[src/hdl/xmr_pkg.sv]
// xmr_pkg: shared types and constants of the xmodem receiver
// no dependencies; imported by every module of the block

package xmr_pkg;

    // default block sizes
    localparam int LARGE_BLOCK_BYTES_DEF = 1024;
    localparam int SMALL_BLOCK_BYTES_DEF = 128;

    // timer ticks in one second after reset
    localparam logic [15:0] TICKS_PER_SECOND_RST = 16'd19;

    // timer width and saturation value
    localparam int          TICK_W   = 19;
    localparam logic [18:0] TICK_MAX = 19'h7FFFF;

    // descriptor queue between front and back
    localparam int QUEUE_DEPTH = 4;
    localparam int QPTR_W      = $clog2(QUEUE_DEPTH);
    localparam int QCNT_W      = QPTR_W + 1;

    // cancel burst: ten CAN, ten BS, then the end marker
    localparam int          BURST_LEN = 10;
    localparam int          STEP_W    = 5;

    // line control characters
    localparam logic [7:0] SOH_BYTE = 8'h01;
    localparam logic [7:0] STX_BYTE = 8'h02;
    localparam logic [7:0] EOT_BYTE = 8'h04;
    localparam logic [7:0] ACK_BYTE = 8'h06;
    localparam logic [7:0] NAK_BYTE = 8'h15;
    localparam logic [7:0] CAN_BYTE = 8'h18;
    localparam logic [7:0] BS_BYTE  = 8'h08;

    // input commands
    localparam logic [1:0] CMD_BYTE  = 2'd0;
    localparam logic [1:0] CMD_TICK  = 2'd1;
    localparam logic [1:0] CMD_ABORT = 2'd2;

    // register addresses (word index)
    localparam logic REG_TICKS_PER_SECOND = 1'b0;

    // result kinds
    typedef enum logic [2:0] {
        KIND_TX      = 3'd0,
        KIND_DATA    = 3'd1,
        KIND_COMMIT  = 3'd2,
        KIND_DISCARD = 3'd3,
        KIND_END     = 3'd4
    } kind_t;

    // results caused by one input item: up to two leading items,
    // optionally followed by the cancel burst and the end marker
    typedef struct packed {
        logic       valid;
        logic       burst;
        logic [1:0] cnt;
        kind_t      kind0;
        logic [7:0] byte0;
        kind_t      kind1;
        logic [7:0] byte1;
    } desc_t;

    // append one leading item to a descriptor
    function automatic desc_t add_lead(desc_t d, kind_t k, logic [7:0] by);
        desc_t r;
        r = d;
        if (d.cnt == 2'd0)
        begin
            r.kind0 = k;
            r.byte0 = by;
        end
        else
        begin
            r.kind1 = k;
            r.byte1 = by;
        end
        r.cnt   = d.cnt + 2'd1;
        r.valid = 1'b1;
        return r;
    endfunction

endpackage

[src/hdl/xmodem_receiver.sv]
// xmodem_receiver: top level of the xmodem checksum receiver
// depends on xmr_pkg, xmr_front, xmr_queue and xmr_back
//
//   channel   direction  handshake        payload
//   input     in         push / full      cmd, line_byte
//   result    out        pop / empty      result_kind, result_byte, is_last
//   config    in         apb psel/penable paddr, pwdata, prdata
//
// unless full the front takes one input item per cycle and decides it in that cycle
// the back sends one result per cycle while popped, from a registered output stage
// an item expands to at most 22 results; a four-entry descriptor queue sits between
// full rises when the descriptor queue is full, whatever the next item would cause
// reset initialises all control state; the block is ready in the cycle after reset

module xmodem_receiver #(
    parameter int LARGE_BLOCK_BYTES = xmr_pkg::LARGE_BLOCK_BYTES_DEF,
    parameter int SMALL_BLOCK_BYTES = xmr_pkg::SMALL_BLOCK_BYTES_DEF
) (
    input  logic        clk,
    input  logic        rst_n,
    input  logic        push,
    output logic        full,
    input  logic [1:0]  cmd,
    input  logic [7:0]  line_byte,
    output logic        empty,
    input  logic        pop,
    output logic [2:0]  result_kind,
    output logic [7:0]  result_byte,
    output logic        is_last,
    input  logic        psel,
    input  logic        penable,
    input  logic        pwrite,
    input  logic [2:0]  paddr,
    input  logic [31:0] pwdata,
    output logic [31:0] prdata,
    output logic        pready
);
    import xmr_pkg::*;

    logic [15:0] tps_reg, tps_next;
    logic        accept, q_push, q_pop, q_full, q_empty;
    desc_t       front_desc, q_head;

    // configuration register
    assign pready   = 1'b1;
    assign tps_next = (psel && penable && pwrite && paddr[2] == REG_TICKS_PER_SECOND)
                      ? pwdata[15:0] : tps_reg;
    assign prdata   = (paddr[2] == REG_TICKS_PER_SECOND) ? {16'h0000, tps_reg} : 32'h0;

    always_ff @(posedge clk or negedge rst_n)
    begin
        if (!rst_n)
            tps_reg <= TICKS_PER_SECOND_RST;
        else
            tps_reg <= tps_next;
    end

    assign full   = q_full;
    assign accept = push && !q_full;
    assign q_push = accept && front_desc.valid;

    // front: protocol decisions
    xmr_front #(
        .LARGE_BLOCK_BYTES (LARGE_BLOCK_BYTES),
        .SMALL_BLOCK_BYTES (SMALL_BLOCK_BYTES)
    ) u_front (
        .clk              (clk),
        .rst_n            (rst_n),
        .accept           (accept),
        .cmd              (cmd),
        .line_byte        (line_byte),
        .ticks_per_second (tps_reg),
        .desc             (front_desc)
    );

    // descriptor queue
    xmr_queue u_queue (
        .clk   (clk),
        .rst_n (rst_n),
        .push  (q_push),
        .din   (front_desc),
        .pop   (q_pop),
        .dout  (q_head),
        .full  (q_full),
        .empty (q_empty)
    );

    // back: result sequencing
    xmr_back u_back (
        .clk         (clk),
        .rst_n       (rst_n),
        .head        (q_head),
        .q_empty     (q_empty),
        .q_pop       (q_pop),
        .pop         (pop),
        .empty       (empty),
        .result_kind (result_kind),
        .result_byte (result_byte),
        .is_last     (is_last)
    );

    // checks
    a_no_queue_overflow: assert property (@(posedge clk) disable iff (!rst_n)
        q_push |-> !q_full)
        else $error("descriptor pushed into a full queue");

    a_kind_range: assert property (@(posedge clk) disable iff (!rst_n)
        !empty |-> (result_kind <= 3'(KIND_END)))
        else $error("result kind out of range");

    a_verdict_byte_zero: assert property (@(posedge clk) disable iff (!rst_n)
        (!empty && result_kind != 3'(KIND_TX) && result_kind != 3'(KIND_DATA))
        |-> (result_byte == 8'h00))
        else $error("verdict transaction carries a nonzero byte");

endmodule

[src/hdl/xmr_front.sv]
// xmr_front: protocol state machine, one input transaction per cycle
// depends on xmr_pkg; emits at most one result descriptor per transaction

module xmr_front #(
    parameter int LARGE_BLOCK_BYTES = xmr_pkg::LARGE_BLOCK_BYTES_DEF,
    parameter int SMALL_BLOCK_BYTES = xmr_pkg::SMALL_BLOCK_BYTES_DEF
) (
    input  logic           clk,
    input  logic           rst_n,
    input  logic           accept,
    input  logic [1:0]     cmd,
    input  logic [7:0]     line_byte,
    input  logic [15:0]    ticks_per_second,
    output xmr_pkg::desc_t desc
);
    import xmr_pkg::*;

    typedef enum logic [6:0] {
        PH_WAIT_HEADER = 7'b0000001,
        PH_PURGE       = 7'b0000010,
        PH_BLOCK_NUM   = 7'b0000100,
        PH_BLOCK_COMP  = 7'b0001000,
        PH_DATA        = 7'b0010000,
        PH_CHECKSUM    = 7'b0100000,
        PH_ENDED       = 7'b1000000
    } phase_t;

    phase_t              phase_reg, phase_next;
    logic [7:0]          expected_reg, expected_next;
    logic [7:0]          received_reg, received_next;
    logic [7:0]          sum_reg, sum_next;
    logic [10:0]         pos_reg, pos_next;
    logic                large_reg, large_next;
    logic [TICK_W-1:0]   elapsed_reg, elapsed_next;
    logic [TICK_W-1:0]   limit_reg, limit_next;
    logic                armed_reg, armed_next;
    logic                pending_reg, pending_next;

    logic [TICK_W-1:0]   lim1, lim2, lim5, tick_inc;
    logic [10:0]         pos_inc, size;
    logic                handle, timeout, do_nak, do_purge, do_finish, arm_en;
    logic [TICK_W-1:0]   arm_limit;
    desc_t               d;

    // timeout limits for one, two and five seconds
    assign lim1     = {3'b000, ticks_per_second};
    assign lim2     = {2'b00, ticks_per_second, 1'b0};
    assign lim5     = {3'b000, ticks_per_second} + {1'b0, ticks_per_second, 2'b00};
    assign tick_inc = (elapsed_reg == TICK_MAX) ? elapsed_reg : elapsed_reg + 19'd1;
    assign pos_inc  = pos_reg + 11'd1;
    assign size     = large_reg ? 11'(LARGE_BLOCK_BYTES) : 11'(SMALL_BLOCK_BYTES);

    // next state and result descriptor
    always_comb
    begin
        phase_next    = phase_reg;
        expected_next = expected_reg;
        received_next = received_reg;
        sum_next      = sum_reg;
        pos_next      = pos_reg;
        large_next    = large_reg;
        elapsed_next  = elapsed_reg;
        limit_next    = limit_reg;
        armed_next    = armed_reg;
        pending_next  = pending_reg;
        d             = '0;
        handle        = 1'b0;
        timeout       = 1'b0;
        do_nak        = 1'b0;
        do_purge      = 1'b0;
        do_finish     = 1'b0;
        arm_en        = 1'b0;
        arm_limit     = lim1;

        // classify the transaction
        if (accept && phase_reg != PH_ENDED)
        begin
            case (cmd)
                CMD_BYTE:
                begin
                    handle = 1'b1;
                end
                CMD_TICK:
                begin
                    if (armed_reg)
                    begin
                        elapsed_next = tick_inc;
                        if (tick_inc > limit_reg)
                        begin
                            armed_next = 1'b0;
                            handle     = 1'b1;
                            timeout    = 1'b1;
                        end
                    end
                end
                CMD_ABORT:
                begin
                    do_finish = 1'b1;
                end
                default:
                begin
                end
            endcase
        end

        // per-phase handling of a byte or a timeout
        if (handle)
        begin
            case (phase_reg)
                PH_WAIT_HEADER:
                begin
                    if (timeout)
                        do_nak = 1'b1;
                    else if (line_byte == CAN_BYTE)
                        do_finish = 1'b1;
                    else if (line_byte == EOT_BYTE)
                    begin
                        d         = add_lead(d, KIND_TX, ACK_BYTE);
                        do_finish = 1'b1;
                    end
                    else if (line_byte == SOH_BYTE || line_byte == STX_BYTE)
                    begin
                        large_next = (line_byte == STX_BYTE);
                        arm_en     = 1'b1;
                        phase_next = PH_BLOCK_NUM;
                    end
                    else
                        do_nak = 1'b1;
                end
                PH_PURGE:
                begin
                    if (timeout)
                        do_nak = 1'b1;
                    else
                        do_purge = 1'b1;
                end
                PH_BLOCK_NUM:
                begin
                    if (timeout)
                        do_purge = 1'b1;
                    else
                    begin
                        received_next = line_byte;
                        phase_next    = PH_BLOCK_COMP;
                        arm_en        = 1'b1;
                    end
                end
                PH_BLOCK_COMP:
                begin
                    if (timeout || line_byte != ~received_reg)
                        do_purge = 1'b1;
                    else if (received_reg != expected_reg &&
                             received_reg != expected_reg - 8'd1)
                        do_finish = 1'b1;
                    else
                    begin
                        pos_next   = '0;
                        sum_next   = '0;
                        phase_next = PH_DATA;
                        arm_en     = 1'b1;
                    end
                end
                PH_DATA:
                begin
                    if (timeout)
                        do_purge = 1'b1;
                    else
                    begin
                        sum_next     = sum_reg + line_byte;
                        d            = add_lead(d, KIND_DATA, line_byte);
                        pending_next = 1'b1;
                        pos_next     = pos_inc;
                        if (pos_inc >= size)
                            phase_next = PH_CHECKSUM;
                        arm_en = 1'b1;
                    end
                end
                PH_CHECKSUM:
                begin
                    if (timeout || line_byte != sum_reg)
                        do_purge = 1'b1;
                    else
                    begin
                        if (received_reg == expected_reg)
                        begin
                            d             = add_lead(d, KIND_COMMIT, 8'h00);
                            expected_next = expected_reg + 8'd1;
                        end
                        else
                            d = add_lead(d, KIND_DISCARD, 8'h00);
                        pending_next = 1'b0;
                        d            = add_lead(d, KIND_TX, ACK_BYTE);
                        phase_next   = PH_WAIT_HEADER;
                    end
                end
                default:
                begin
                end
            endcase
        end

        // drop the tentative block and wait for the line to go quiet
        if (do_purge)
        begin
            if (pending_reg)
                d = add_lead(d, KIND_DISCARD, 8'h00);
            pending_next = 1'b0;
            phase_next   = PH_PURGE;
            arm_en       = 1'b1;
            arm_limit    = lim2;
        end

        // negative acknowledge, then wait for a header
        if (do_nak)
        begin
            d          = add_lead(d, KIND_TX, NAK_BYTE);
            arm_en     = 1'b1;
            arm_limit  = lim5;
            phase_next = PH_WAIT_HEADER;
        end

        // timer restart
        if (arm_en)
        begin
            elapsed_next = '0;
            limit_next   = arm_limit;
            armed_next   = 1'b1;
        end

        // cancel the transfer
        if (do_finish)
        begin
            if (pending_reg)
                d = add_lead(d, KIND_DISCARD, 8'h00);
            pending_next = 1'b0;
            d.burst      = 1'b1;
            d.valid      = 1'b1;
            phase_next   = PH_ENDED;
            armed_next   = 1'b0;
        end
    end

    assign desc = d;

    // protocol state
    always_ff @(posedge clk or negedge rst_n)
    begin
        if (!rst_n)
        begin
            phase_reg    <= PH_WAIT_HEADER;
            expected_reg <= 8'd1;
            received_reg <= '0;
            sum_reg      <= '0;
            pos_reg      <= '0;
            large_reg    <= 1'b0;
            elapsed_reg  <= '0;
            limit_reg    <= '0;
            armed_reg    <= 1'b1;
            pending_reg  <= 1'b0;
        end
        else
        begin
            phase_reg    <= phase_next;
            expected_reg <= expected_next;
            received_reg <= received_next;
            sum_reg      <= sum_next;
            pos_reg      <= pos_next;
            large_reg    <= large_next;
            elapsed_reg  <= elapsed_next;
            limit_reg    <= limit_next;
            armed_reg    <= armed_next;
            pending_reg  <= pending_next;
        end
    end

endmodule

[src/hdl/xmr_queue.sv]
// xmr_queue: short descriptor queue between front and back
// depends on xmr_pkg for the descriptor type and depth

module xmr_queue (
    input  logic           clk,
    input  logic           rst_n,
    input  logic           push,
    input  xmr_pkg::desc_t din,
    input  logic           pop,
    output xmr_pkg::desc_t dout,
    output logic           full,
    output logic           empty
);
    import xmr_pkg::*;

    desc_t             entry_reg [QUEUE_DEPTH];
    logic [QPTR_W-1:0] wr_ptr_reg, wr_ptr_next;
    logic [QPTR_W-1:0] rd_ptr_reg, rd_ptr_next;
    logic [QCNT_W-1:0] count_reg, count_next;
    logic              do_push, do_pop;

    assign full    = (count_reg == QCNT_W'(QUEUE_DEPTH));
    assign empty   = (count_reg == '0);
    assign do_push = push && !full;
    assign do_pop  = pop && !empty;
    assign dout    = entry_reg[rd_ptr_reg];

    // pointer and fill count update
    always_comb
    begin
        wr_ptr_next = do_push ? wr_ptr_reg + QPTR_W'(1) : wr_ptr_reg;
        rd_ptr_next = do_pop ? rd_ptr_reg + QPTR_W'(1) : rd_ptr_reg;
        count_next  = count_reg;
        if (do_push && !do_pop)
            count_next = count_reg + QCNT_W'(1);
        else if (do_pop && !do_push)
            count_next = count_reg - QCNT_W'(1);
    end

    always_ff @(posedge clk or negedge rst_n)
    begin
        if (!rst_n)
        begin
            wr_ptr_reg <= '0;
            rd_ptr_reg <= '0;
            count_reg  <= '0;
        end
        else
        begin
            wr_ptr_reg <= wr_ptr_next;
            rd_ptr_reg <= rd_ptr_next;
            count_reg  <= count_next;
        end
    end

    // storage
    always_ff @(posedge clk)
    begin
        if (do_push)
            entry_reg[wr_ptr_reg] <= din;
    end

endmodule

[src/hdl/xmr_back.sv]
// xmr_back: expands descriptors into results, one per cycle while popped
// depends on xmr_pkg; drives the registered result ports

module xmr_back (
    input  logic           clk,
    input  logic           rst_n,
    input  xmr_pkg::desc_t head,
    input  logic           q_empty,
    output logic           q_pop,
    input  logic           pop,
    output logic           empty,
    output logic [2:0]     result_kind,
    output logic [7:0]     result_byte,
    output logic           is_last
);
    import xmr_pkg::*;

    desc_t             cur_reg, cur_next;
    logic              busy_reg, busy_next;
    logic [STEP_W-1:0] step_reg, step_next;
    logic              out_valid_reg, out_valid_next;
    kind_t             out_kind_reg, out_kind_next;
    logic [7:0]        out_byte_reg, out_byte_next;
    logic              out_last_reg, out_last_next;

    logic [STEP_W-1:0] cnt_ext, burst_idx;
    kind_t             item_kind;
    logic [7:0]        item_byte;
    logic              item_last, adv;

    // current item of the working descriptor
    assign cnt_ext   = {3'b000, cur_reg.cnt};
    assign burst_idx = step_reg - cnt_ext;

    always_comb
    begin
        item_kind = KIND_END;
        item_byte = 8'h00;
        if (step_reg < cnt_ext)
        begin
            item_kind = step_reg[0] ? cur_reg.kind1 : cur_reg.kind0;
            item_byte = step_reg[0] ? cur_reg.byte1 : cur_reg.byte0;
        end
        else if (burst_idx < STEP_W'(BURST_LEN))
        begin
            item_kind = KIND_TX;
            item_byte = CAN_BYTE;
        end
        else if (burst_idx < STEP_W'(2 * BURST_LEN))
        begin
            item_kind = KIND_TX;
            item_byte = BS_BYTE;
        end
        if (cur_reg.burst)
            item_last = (burst_idx == STEP_W'(2 * BURST_LEN));
        else
            item_last = (step_reg + STEP_W'(1) == cnt_ext);
    end

    // output stage moves when empty or being taken
    assign adv = !out_valid_reg || pop;

    always_comb
    begin
        cur_next       = cur_reg;
        busy_next      = busy_reg;
        step_next      = step_reg;
        out_valid_next = out_valid_reg;
        out_kind_next  = out_kind_reg;
        out_byte_next  = out_byte_reg;
        out_last_next  = out_last_reg;
        q_pop          = 1'b0;
        if (adv)
        begin
            out_valid_next = busy_reg;
            if (busy_reg)
            begin
                out_kind_next = item_kind;
                out_byte_next = item_byte;
                out_last_next = item_last;
                step_next     = step_reg + STEP_W'(1);
            end
        end
        // load the next descriptor when idle or when the current one is done
        if ((!busy_reg || (adv && item_last)) && !q_empty)
        begin
            q_pop     = 1'b1;
            cur_next  = head;
            busy_next = 1'b1;
            step_next = '0;
        end
        else if (busy_reg && adv && item_last)
            busy_next = 1'b0;
    end

    always_ff @(posedge clk or negedge rst_n)
    begin
        if (!rst_n)
        begin
            busy_reg      <= 1'b0;
            step_reg      <= '0;
            out_valid_reg <= 1'b0;
        end
        else
        begin
            busy_reg      <= busy_next;
            step_reg      <= step_next;
            out_valid_reg <= out_valid_next;
        end
    end

    // payload registers
    always_ff @(posedge clk)
    begin
        cur_reg      <= cur_next;
        out_kind_reg <= out_kind_next;
        out_byte_reg <= out_byte_next;
        out_last_reg <= out_last_next;
    end

    assign empty       = !out_valid_reg;
    assign result_kind = out_kind_reg;
    assign result_byte = out_byte_reg;
    assign is_last     = out_last_reg;

endmodule
[config.mk]
export PLATFORM = sky130hd
export DESIGN_NAME = xmodem_receiver
export DESIGN_NICKNAME = d
export VERILOG_FILES = /design/src/hdl/xmr_pkg.sv /design/src/hdl/xmodem_receiver.sv /design/src/hdl/xmr_front.sv /design/src/hdl/xmr_queue.sv /design/src/hdl/xmr_back.sv
export SDC_FILE = /design/constraint.sdc
export NUM_CORES = 1
export LEC_CHECK = 0
export ABC_CLOCK_PERIOD_IN_PS = 4700
export BUFFER_PORTS_ARGS = -buffer_cell sky130_fd_sc_hd__buf_2
export CORE_MARGIN = 3
export CORE_UTILIZATION = 55
export CTS_CLUSTER_DIAMETER = 100
export CTS_CLUSTER_SIZE = 40
export DETAILED_ROUTE_END_ITERATION = 6
export PLACE_DENSITY = 0.77
export SETUP_SLACK_MARGIN = 0.2
export SLEW_MARGIN = 30
export SYNTH_ARGS = -nofsm -noshare
export SYNTH_HDL_FRONTEND = slang
export SYNTH_SLANG_ARGS = --single-unit
[constraint.sdc]
create_clock -name clk -period 4.7 [get_ports clk]
set_input_delay 0.94 -clock clk [delete_from_list [all_inputs] [get_ports clk]]
set_output_delay 0.94 -clock clk [all_outputs]
set_load 0.03 [all_outputs]
==> impl_metrics.csv, run 1 <==
group,metric,value,unit
clock_network,cts_tree,"done",
floorplan,dieArea,23930,um2
synth,synth_edf_count,97,
placement,pre_cts_slack,-0.3026,ns
floorplan,ioPinCount,99,
critical_path,cp.arrival,5.40,ns
floorplan,die_w,154.7,um
synth,synth_cell_types,86,
critical_path,critPathLaunchType,"register",
layout,largest_reg_flops,68,
synth,synth_top_area_frac,0.2395,
hold_path,hold_class,"in -> async",
sta,hold_ws,0.4542,ns
sta,tightest_slew,1.068,ns
detailed_routing,drc,0,
placement,gp_congestion,0.8540,
synth,synth_area_per_cell,10.93,um2
clock_network,clk_latency,0.50,ns
sta,fin_ws,-0.3045,ns
detailed_routing,drt_iter0_drc,803,
sta,fin_crit,5.005,ns
power,cellInternalPower,0.003578,W
detailed_routing,ant_nets,0,
power,seqPwrFrac,0.460,
floorplan,rows,53,
detailed_routing,drt_first_pass_iters,6,
critical_path,required,5.09,ns
sta,hold_viol,0,
power,clkPwrFrac,0.194,
synth,synth_common_cells,"107 x dfrtp_1, 97 x edfxtp_1, 75 x nor2_1",
grt,track_usage,0.2157,
power,netSwitchingPower,0.001934,W
synth,async_flop_share,0.5381,
grt,overflow,0,
clock_network,ctsHoldBuffers,0,
synth,synth_largest_area_cell,"edfxtp_1",
power,p_leak,6.030,nW
critical_path,endpoint_kind,"register",
layout,postLayoutCellArea,14130,um2
synth,synth_area_leaders,"edfxtp_1 24%, dfrtp_1 22%, ha_1 6.0%, xnor2_1 4.1%, mux4_2 3.1%",
sta,rsz0062_at_grt,"yes",
clock_network,path_clk_slew,0.14,ns
synth,synthCells,1113,
grt,first_global_vias,8656,
clock_network,cts_made_buffers,10,
sta,clock.fmax,199.8,MHz
clock_network,cts_sinks,210,
detailed_routing,routedWlPerCell,18.46,um
synth,yosys_warnings,0,
placement,dpl_cell_area,13010,um2
layout,diodes,0,
layout,nNetsFinal,1336,
status,status,"complete, but fails checks",
sta,fin_crit_sh,1.065,
grt,antenna_found_initial,0,
power,combPwrFrac,0.346,
clock_network,htree_levels,1,
critical_path,crit_fanout,7,
sta,finalSetupViolations,51,
detailed_routing,wl,27700,um
sta,finalMaxSlewViolations,0,
sta,slew-limit-headroom,0.2857,
detailed_routing,vias,9151,
synth,synth-seq-cells,210,
synth,yosysSeqAreaShare,0.4727,
clock_network,clock_tree.buffer_depth,3,
clock_network,root_buffer,"clkbuf_16",
grt,grt_max_degree,69,
placement,dp_hpwl,18170,um
sta,fin_worst_skew,0.05482,ns
critical_path,critical_path_class,"reg -> reg",
status,violations,"setup timing",
layout,syn2layout_area_growth,16.21,%
synth,synthMostInstantiatedCell,"dfrtp_1",
synth,synth-main-ff-cell,"dfrtp_1",
floorplan,core-area,21350,um2
power,ir_drop,317.0,uV
layout,drive_above_1_share,0.2561,
grt,grt_pass1_wl,43250,um
placement,io_buffers,63,
detailed_routing,viasPerCell,6.097,
floorplan,die_h,154.7,um
flow_run,maxCapViolCount,0,
power,p_sw_frac,0.3508,
floorplan,start_util,0.5695,
power,power_density,390.1,nW/um2
synth,syn_area,12160,um2
==> worst max-delay path, cell delays in order, from the launching register on <==
cell	delay, ns
dfrtp_1	0.37
and4_4	0.24
and4_4	0.24
nand3_4	0.09
or2_4	0.27
nor2_2	0.14
nand3_1	0.14
xor2_2	0.22
nand2_1	0.12
ha_4	0.30
nand3_4	0.08
nor4_4	0.33
buf_4	0.18
nand2_2	0.07
and2_4	0.16
buf_4	0.18
a31oi_4	0.17
nand2_1	0.07
or4_4	0.59
ha_4	0.19
inv_2	0.05
fa_1	0.41
mux2_4	0.27
==> metrics by stage <==
stage	std cells	utilization	TNS, ns	total power [W]
2_1_floorplan	1128	-	-0.03188	0.003800
4_1_cts	1474	0.6317	-1.736	0.005347
6_report	1501	0.6618	-5.187	0.005512
3_3_place_gp	1450	0.6094	-8.916	0.004160
3_5_place_dp	1450	0.6095	-11.08	0.004252
5_1_grt	1501	0.6618	-27.89	0.005834
==> placed cells by master, fill, tap and decap left out, types with 6 or more instances in the layout <==
| cell type | netlist | routed |
|---|---|---|
| and3_1 | 13 | 12 |
| nor2_2 | 0 | 6 |
| a22o_1 | 13 | 11 |
| conb_1 | 2 | 17 |
| nand2_1 | 68 | 64 |
| buf_6 | 0 | 11 |
| nor4_1 | 7 | 7 |
| and2_1 | 17 | 11 |
| dfrtp_1 | 107 | 106 |
| and2_4 | 0 | 10 |
| nor3_1 | 26 | 24 |
| nor2b_1 | 27 | 26 |
| nor2_1 | 75 | 68 |
| dfstp_2 | 6 | 6 |
| edfxtp_1 | 97 | 97 |
| nand4_1 | 22 | 22 |
| buf_4 | 18 | 66 |
| ha_1 | 58 | 54 |
| buf_2 | 16 | 62 |
| mux2_2 | 27 | 26 |
| a21oi_2 | 1 | 6 |
| clkbuf_16 | 0 | 11 |
| xnor2_1 | 57 | 57 |
| mux4_2 | 17 | 17 |
| o21ai_0 | 31 | 29 |
| nand3_1 | 39 | 34 |
| inv_1 | 44 | 42 |
| xor2_1 | 35 | 34 |
| nand2b_1 | 8 | 8 |
| a2111oi_0 | 15 | 13 |
| a31oi_1 | 17 | 12 |
| a21oi_1 | 51 | 43 |
| mux2i_1 | 12 | 11 |
| a21o_1 | 24 | 24 |
==> power by group through the flow <==
stage / clock (W) / combinational, W / sequential, W
2_1_floorplan: 0 / 0.00135 / 0.00245
3_3_place_gp: 0 / 0.00161 / 0.00255
3_5_place_dp: 0 / 0.00168 / 0.00257
4_1_cts: 0.00109 / 0.00173 / 0.00253
5_1_grt: 0.00115 / 0.00210 / 0.00258
6_report: 0.00107 / 0.00191 / 0.00253
==> per-layer routing <==
metal	track usage	wire length, um	vias up
met1	0.3024	12100	4509
met4	0.04710	651	0
li1	-	-	4293
met2	0.3656	13600	298
met5	0	0	-
met3	0.02462	1348	51
==> cell type report <==
type / instances / area, um2
fillers: 1565 / 7222
clock inverters: 2 / 46.29
multi-input cells: 809 / 6481
well taps: 275 / 344.1
flip-flops and latches: 210 / 5749
clock buffers: 14 / 286.5
repair buffers: 146 / 1055
inverters: 45 / 168.9
==> repair_timing <==
| action | 4_1_cts | 5_1_grt |
|---|---|---|
| setup endpoints to repair | 153 | 157 |
| setup buffers | 8 | 21 |
| gates resized for setup | 21 | 89 |
| gates cloned | 0 | 6 |
| pin swaps | 12 | 46 |
==> worst paths after layout <==
kind / from / to / slack [ns] / cells after the start
worst max-delay path: u_front.elapsed_reg[4]$_DFFE_PN0P_ / u_queue.count_reg[1]$_DFFE_PN0P_ / -0.30 / 22
worst min-delay path: rst_n / u_queue.rd_ptr_reg[1]$_DFFE_PN0P_ / 0.45 / 1
worst max register to register: u_front.elapsed_reg[4]$_DFFE_PN0P_ / u_queue.count_reg[1]$_DFFE_PN0P_ / -0.30 / 22
worst min register to register: u_front.armed_reg$_DFFE_PN1P_ / u_front.armed_reg$_DFFE_PN1P_ / 0.48 / 2
max in group asynchronous: rst_n / u_front.armed_reg$_DFFE_PN1P_ / 3.34 / 2
min in group clk: u_front.armed_reg$_DFFE_PN1P_ / u_front.armed_reg$_DFFE_PN1P_ / 0.48 / 2
==> cells by family (layout without fill, tap and decap cells) <==
group	after synthesis	count (layout)	synth area share
AND/OR/NAND/NOR	346	351	0.1501
AO/OA/AOI/OAI	229	230	0.1338
flip-flops	210	210	0.4727
buffers and inverters	115	207	0.04270
XOR/XNOR	92	92	0.06626
adder cells (fa/ha/maj)	62	62	0.06626
multiplexers	57	57	0.06760
other	2	17	0.0006176
No activity file was read; power rests on OpenSTA's default activity.
==> run 2, diff against run 1 <==
- ABC_CLOCK_PERIOD_IN_PS: 4700 -> 4400
- GPL_TIMING_DRIVEN: not set -> 0
- MAX_ROUTING_LAYER: not set -> met4
- clock period: 4.7 -> 4.4 ns (I/O delays scaled with it)
==> impl_metrics.csv, run 2 (synthesized netlist as in run 1, its figures left out) <==
group,metric,value,unit
status,status,"complete, but fails checks",
status,violations,"setup timing",
clock_network,htree_levels,1,
sta,fin_crit,5.072,ns
critical_path,crit_start,"u_front.elapsed_reg[3]$_DFFE_PN0P_",
critical_path,critPathSlowestCell,"dfrtp_1",
detailed_routing,drt_iter0_drc,639,
detailed_routing,ant_nets,0,
sta,tightest_slew,0.9012,ns
critical_path,cpMostUsedCell,"nand4_1",
grt,track_usage,0.2420,
floorplan,rows,53,
sta,slew-limit-headroom,0.3970,
flow_run,maxCapViolCount,0,
power,ir_drop,322.9,uV
sta,rsz0062_at_grt,"yes",
sta,fin_crit_sh,1.153,
grt,grt_max_degree,66,
critical_path,rr_worst_depth,23,
critical_path,crit_buf_inv,3,
clock_network,path_clk_slew,0.14,ns
clock_network,root_buffer,"clkbuf_16",
detailed_routing,vias,9453,
critical_path,worstPathCellList,"clkbuf_8 > and4_4 > nand4_1 > nor3_4 > nand4_1 > clkbuf_8 > nand3_4 > nor2_4 > xor2_2 > ha_1 > nand4_1 > nor4_4 > nand2_1 > and2_4 > buf_6 > a21o_1 > a211oi_4 > a21oi_2 > ha_4 > a21boi_4 > ha_4 > a22o_4 > a32o_2",
placement,gp_congestion,0.9387,
critical_path,cp.arrival,5.33,ns
grt,grt_pass1_wl,46350,um
floorplan,core-area,21350,um2
clock_network,cts_sinks,210,
layout,diodes,0,
critical_path,r2r_slack,-0.67,ns
critical_path,critical_path_class,"reg -> reg",
critical_path,cp_num_cells,23,
floorplan,dieArea,23930,um2
sta,fin_ws,-0.6719,ns
floorplan,die_h,154.7,um
hold_path,hold_class,"in -> async",
layout,drive_above_1_share,0.2561,
detailed_routing,drt_first_pass_iters,5,
critical_path,reg2reg_from,"u_front.elapsed_reg[3]$_DFFE_PN0P_",
clock_network,ctsHoldBuffers,0,
layout,regArea,5749,um2
sta,clock.fmax,197.2,MHz
grt,first_global_vias,9113,
power,p_leak,6.151,nW
clock_network,cts_tree,"done",
critical_path,required,4.65,ns
layout,syn2layout_area_growth,17.63,%
layout,final_common_cell,"dfrtp_1",
layout,largest_reg_flops,68,
sta,finalMaxSlewViolations,0,
floorplan,start_util,0.5695,
critical_path,crit_family,"simple AND/OR/NAND/NOR gates",
layout,nNetsFinal,1379,
sta,fin_worst_skew,0.04526,ns
detailed_routing,drc,0,
detailed_routing,viasPerCell,6.122,
critical_path,critPathLaunchType,"register",
sta,hold_viol,0,
sta,finalSetupViolations,155,
critical_path,cp_slowest_stage_delay,0.36,ns
sta,hold_ws,0.2808,ns
critical_path,crit_fanout,4,
grt,antenna_found_initial,1,
detailed_routing,wl,29280,um
clock_network,cts_made_buffers,10,
placement,dp_hpwl,19130,um
layout,postLayoutCellArea,14300,um2
detailed_routing,routedWlPerCell,18.96,um
clock_network,clock_tree.buffer_depth,3,
layout,multi_input_area,6456,um2
grt,overflow,0,
placement,dpl_cell_area,13050,um2
layout,final_cell_mix,"106 x dfrtp_1, 97 x edfxtp_1, 70 x buf_2, 65 x nand2_1, 65 x buf_4",
floorplan,die_w,154.7,um
critical_path,endpoint_kind,"register",
placement,io_buffers,62,
floorplan,ioPinCount,99,
clock_network,clk_latency,0.49,ns
power,power_density,410.8,nW/um2
layout,nFillCells,1566,
-- run 2: through the flow --
step / util / TNS, ns / total power (W) / setup slack, ns / cells
after floorplan: - / -5.786 / 0.004062 / -0.3206 / 1128
after global placement: 0.6074 / -117.90 / 0.004473 / -1.170 / 1465
after detailed placement: 0.6110 / -117.53 / 0.004578 / -1.170 / 1467
after CTS: 0.6504 / -31.09 / 0.005820 / -0.5168 / 1523
after global routing: 0.6699 / -95.44 / 0.006226 / -0.9374 / 1544
final: 0.6699 / -55.65 / 0.005876 / -0.6719 / 1544
-- run 2: routing by layer --
layer,track usage,share of wire
met1,0.3222,0.43
met2,0.3964,0.50
met3,0.02294,0.054
met4,0.07738,0.025
met5,-,0
-- run 2: report_power, final --
group	total (W)	switching [W]	internal (W)
Sequential	0.00259	0.000224	0.00236
Combinational	0.00216	0.00122	0.000937
Clock	0.00113	0.000647	0.000483
-- run 2: worst reg2reg max path, delay by kind of cell (launching register included) --
family | cells | cell delay, ns
and+or+nand+nor | 10 | 1.80
AOI/OAI and AO/OA | 6 | 1.24
adders and majority gates | 3 | 0.82
buffers and inverters | 3 | 0.46
DFF | 1 | 0.36
xor gates and xnor gates | 1 | 0.14
-- run 2: what timing repair did --
action	CTS	global route
setup buffers	32	19
pin swaps	26	13
gates cloned	8	2
setup endpoints to repair	163	163
endpoints found under the hold margin	0	0
resized for setup	59	82
-- run 2: final timing paths --
kind	to
worst max-delay path	u_queue.entry_reg[0][19]$_DFFE_PP_
worst min-delay path	u_front.elapsed_reg[7]$_DFFE_PN0P_
worst max register to register	u_queue.entry_reg[0][19]$_DFFE_PP_
worst min register to register	u_front.sum_reg[6]$_DFFE_PN0P_
max in group asynchronous	u_front.armed_reg$_DFFE_PN1P_
min in group clk	u_front.sum_reg[6]$_DFFE_PN0P_
-- run 2: cell type report --
class / count / share of cell area
Clock inverter: 4 / 0.003411
Tap cell: 275 / 0.02406
Inverter: 45 / 0.01181
Buffer: 70 / 0.03202
Timing Repair Buffer: 117 / 0.05590
Clock buffer: 12 / 0.01951
Multi-Input combinational cell: 811 / 0.4514
Sequential cell: 210 / 0.4019
==> run 3, diff against run 2 <==
- CORE_MARGIN: 3 -> 10
- SKIP_CTS_REPAIR_TIMING: not set -> 1
==> impl_metrics.csv, run 3 (synthesized netlist as in run 1, its figures left out) <==
group,metric,value,unit
status,status,"complete, but fails checks",
status,violations,"setup timing",
layout,nNetsFinal,1379,
detailed_routing,viasPerCell,5.955,
grt,grt_max_degree,75,
detailed_routing,drt_first_pass_iters,5,
critical_path,endpoint_kind,"register",
clock_network,path_clk_slew,0.14,ns
critical_path,reg2reg_from,"u_front.elapsed_reg[6]$_DFFE_PN0P_",
floorplan,die_h,168.7,um
floorplan,ioPinCount,99,
layout,regArea,5751,um2
grt,grt_pass1_wl,43370,um
layout,diodes,0,
placement,dp.cells,1472,
clock_network,cts_made_buffers,10,
sta,rsz0062_at_grt,"yes",
critical_path,rr_worst_depth,22,
flow_run,maxCapViolCount,0,
sta,fin_crit,5.448,ns
placement,io_buffers,62,
placement,gp_congestion,0.8834,
layout,multi_input_area,6431,um2
detailed_routing,ant_nets,0,
placement,dp_hpwl,19110,um
clock_network,clock_tree.buffer_depth,3,
detailed_routing,wl,28530,um
grt,overflow,0,
grt,first_global_vias,8660,
layout,final_common_cell,"dfrtp_1",
sta,fin_worst_skew,0.04996,ns
sta,clock.fmax,183.5,MHz
critical_path,critPathLaunchType,"register",
layout,syn2layout_area_growth,18.15,%
power,p_leak,6.139,nW
sta,finalMaxSlewViolations,0,
floorplan,rows,54,
floorplan,die_w,168.7,um
detailed_routing,drt_iter0_drc,649,
floorplan,core-area,21760,um2
critical_path,r2r_slack,-1.05,ns
sta,finalSetupViolations,163,
power,ir_drop,265.0,uV
critical_path,crit_fanout,6,
sta,slew-limit-headroom,0.3778,
critical_path,critical_path_class,"reg -> reg",
clock_network,cts_tree,"done",
hold_path,hold_class,"in -> async",
placement,dpl_cell_area,13050,um2
layout,nFillCells,1611,
layout,postLayoutCellArea,14370,um2
floorplan,dieArea,28460,um2
grt,track_usage,0.1848,
critical_path,r2r-end,"u_queue.entry_reg[0][13]$_DFFE_PP_",
power,power_density,406.6,nW/um2
clock_network,htree_levels,1,
clock_network,clk_latency,0.50,ns
layout,final_cell_mix,"105 x dfrtp_1, 97 x edfxtp_1, 71 x nor2_1, 71 x buf_2, 65 x nand2_1",
clock_network,cts_sinks,210,
detailed_routing,drc,0,
grt,antenna_found_initial,0,
critical_path,required,4.66,ns
layout,fin_cells,1549,
critical_path,cp.arrival,5.71,ns
clock_network,root_buffer,"clkbuf_16",
sta,fin_crit_sh,1.238,
detailed_routing,vias,9224,
sta,hold_viol,0,
detailed_routing,routedWlPerCell,18.42,um
floorplan,start_util,0.5589,
layout,drive_above_1_share,0.2569,
layout,largest_reg_flops,68,
sta,tightest_slew,0.9299,ns
placement,pre_cts_slack,-1.209,ns
sta,fin_ws,-1.048,ns
## run 3: cell count changes in the layout (fill, tap and decap cells not counted), sizes merged
cell / change
clkinv: -1
and2: -4
clkbuf: +1
inv: -2
buf: +6
## run 3: how the worst max path moves through the flow
| stage | from | cells after the start | end |
|---|---|---|---|
| final | u_front.elapsed_reg[6]$_DFFE_PN0P_ | 22 | u_queue.entry_reg[0][13]$_DFFE_PP_ |
| after global routing | u_front.elapsed_reg[6]$_DFFE_PN0P_ | 22 | u_queue.entry_reg[0][13]$_DFFE_PP_ |
| after CTS | u_front.elapsed_reg[4]$_DFFE_PN0P_ | 22 | u_queue.entry_reg[1][12]$_DFFE_PP_ |
| after detailed placement | u_front.elapsed_reg[4]$_DFFE_PN0P_ | 22 | u_queue.entry_reg[1][12]$_DFFE_PP_ |
| after global placement | u_back.step_reg[0]$_DFFE_PN0P_ | 15 | u_queue.count_reg[1]$_DFFE_PN0P_ |
| after floorplan | u_front.elapsed_reg[3]$_DFFE_PN0P_ | 22 | u_queue.count_reg[1]$_DFFE_PN0P_ |
## run 3: worst max-delay path: stages (launching register included)
cell and delay (ns):
dfrtp_1 0.43, and4_4 0.27, nand4_1 0.23, nor3_4 0.26, nand4_1 0.23, buf_4 0.21
nor2b_2 0.16, xor2_1 0.16, ha_1 0.32, nand4_1 0.20, nor4_4 0.43, nand2_1 0.16
and2_4 0.17, buf_6 0.13, buf_4 0.13, nand2_2 0.12, o22ai_2 0.11, and2_1 0.16
clkbuf_2 0.18, nor3_1 0.52, ha_4 0.27, nand3_2 0.07, a32o_2 0.32
## run 3: report_power, final
part	internal, W	total [W]	switching (W)
Combinational	0.000937	0.00214	0.00121
Sequential	0.00236	0.00259	0.000226
Clock	0.000490	0.00111	0.000618
## run 3: routing by layer
metal | share of wire | global-route usage | vias to the layer above
li1 | - | - | 4377
met1 | 0.43 | 0.2375 | 4480
met2 | 0.50 | 0.3040 | 315
met3 | 0.055 | 0.02594 | 52
met4 | 0.019 | 0.04466 | 0
met5 | 0 | - | -
## run 3: cell type report
type                            count  area share
Clock inverter                      1    0.001132
Inverter                           45     0.01176
Tap cell                          280     0.02438
Buffer                             70     0.03100
Timing Repair Buffer              121     0.06296
Multi-Input combinational cell    807      0.4476
Sequential cell                   210      0.4002
Clock buffer                       15     0.02090
## run 3: per-stage QoR
stage	util	TNS (ns)	hold WS [ns]	total power (W)
3_3_place_gp	0.5964	-106.04	0.4591	0.004473
4_1_cts	0.6145	-122.07	0.2491	0.005658
5_1_grt	0.6604	-104.06	0.2490	0.006174
6_report	0.6604	-82.16	0.2385	0.005842
2_1_floorplan	-	-5.786	0.4490	0.004062
3_5_place_dp	0.6000	-122.93	0.4625	0.004561
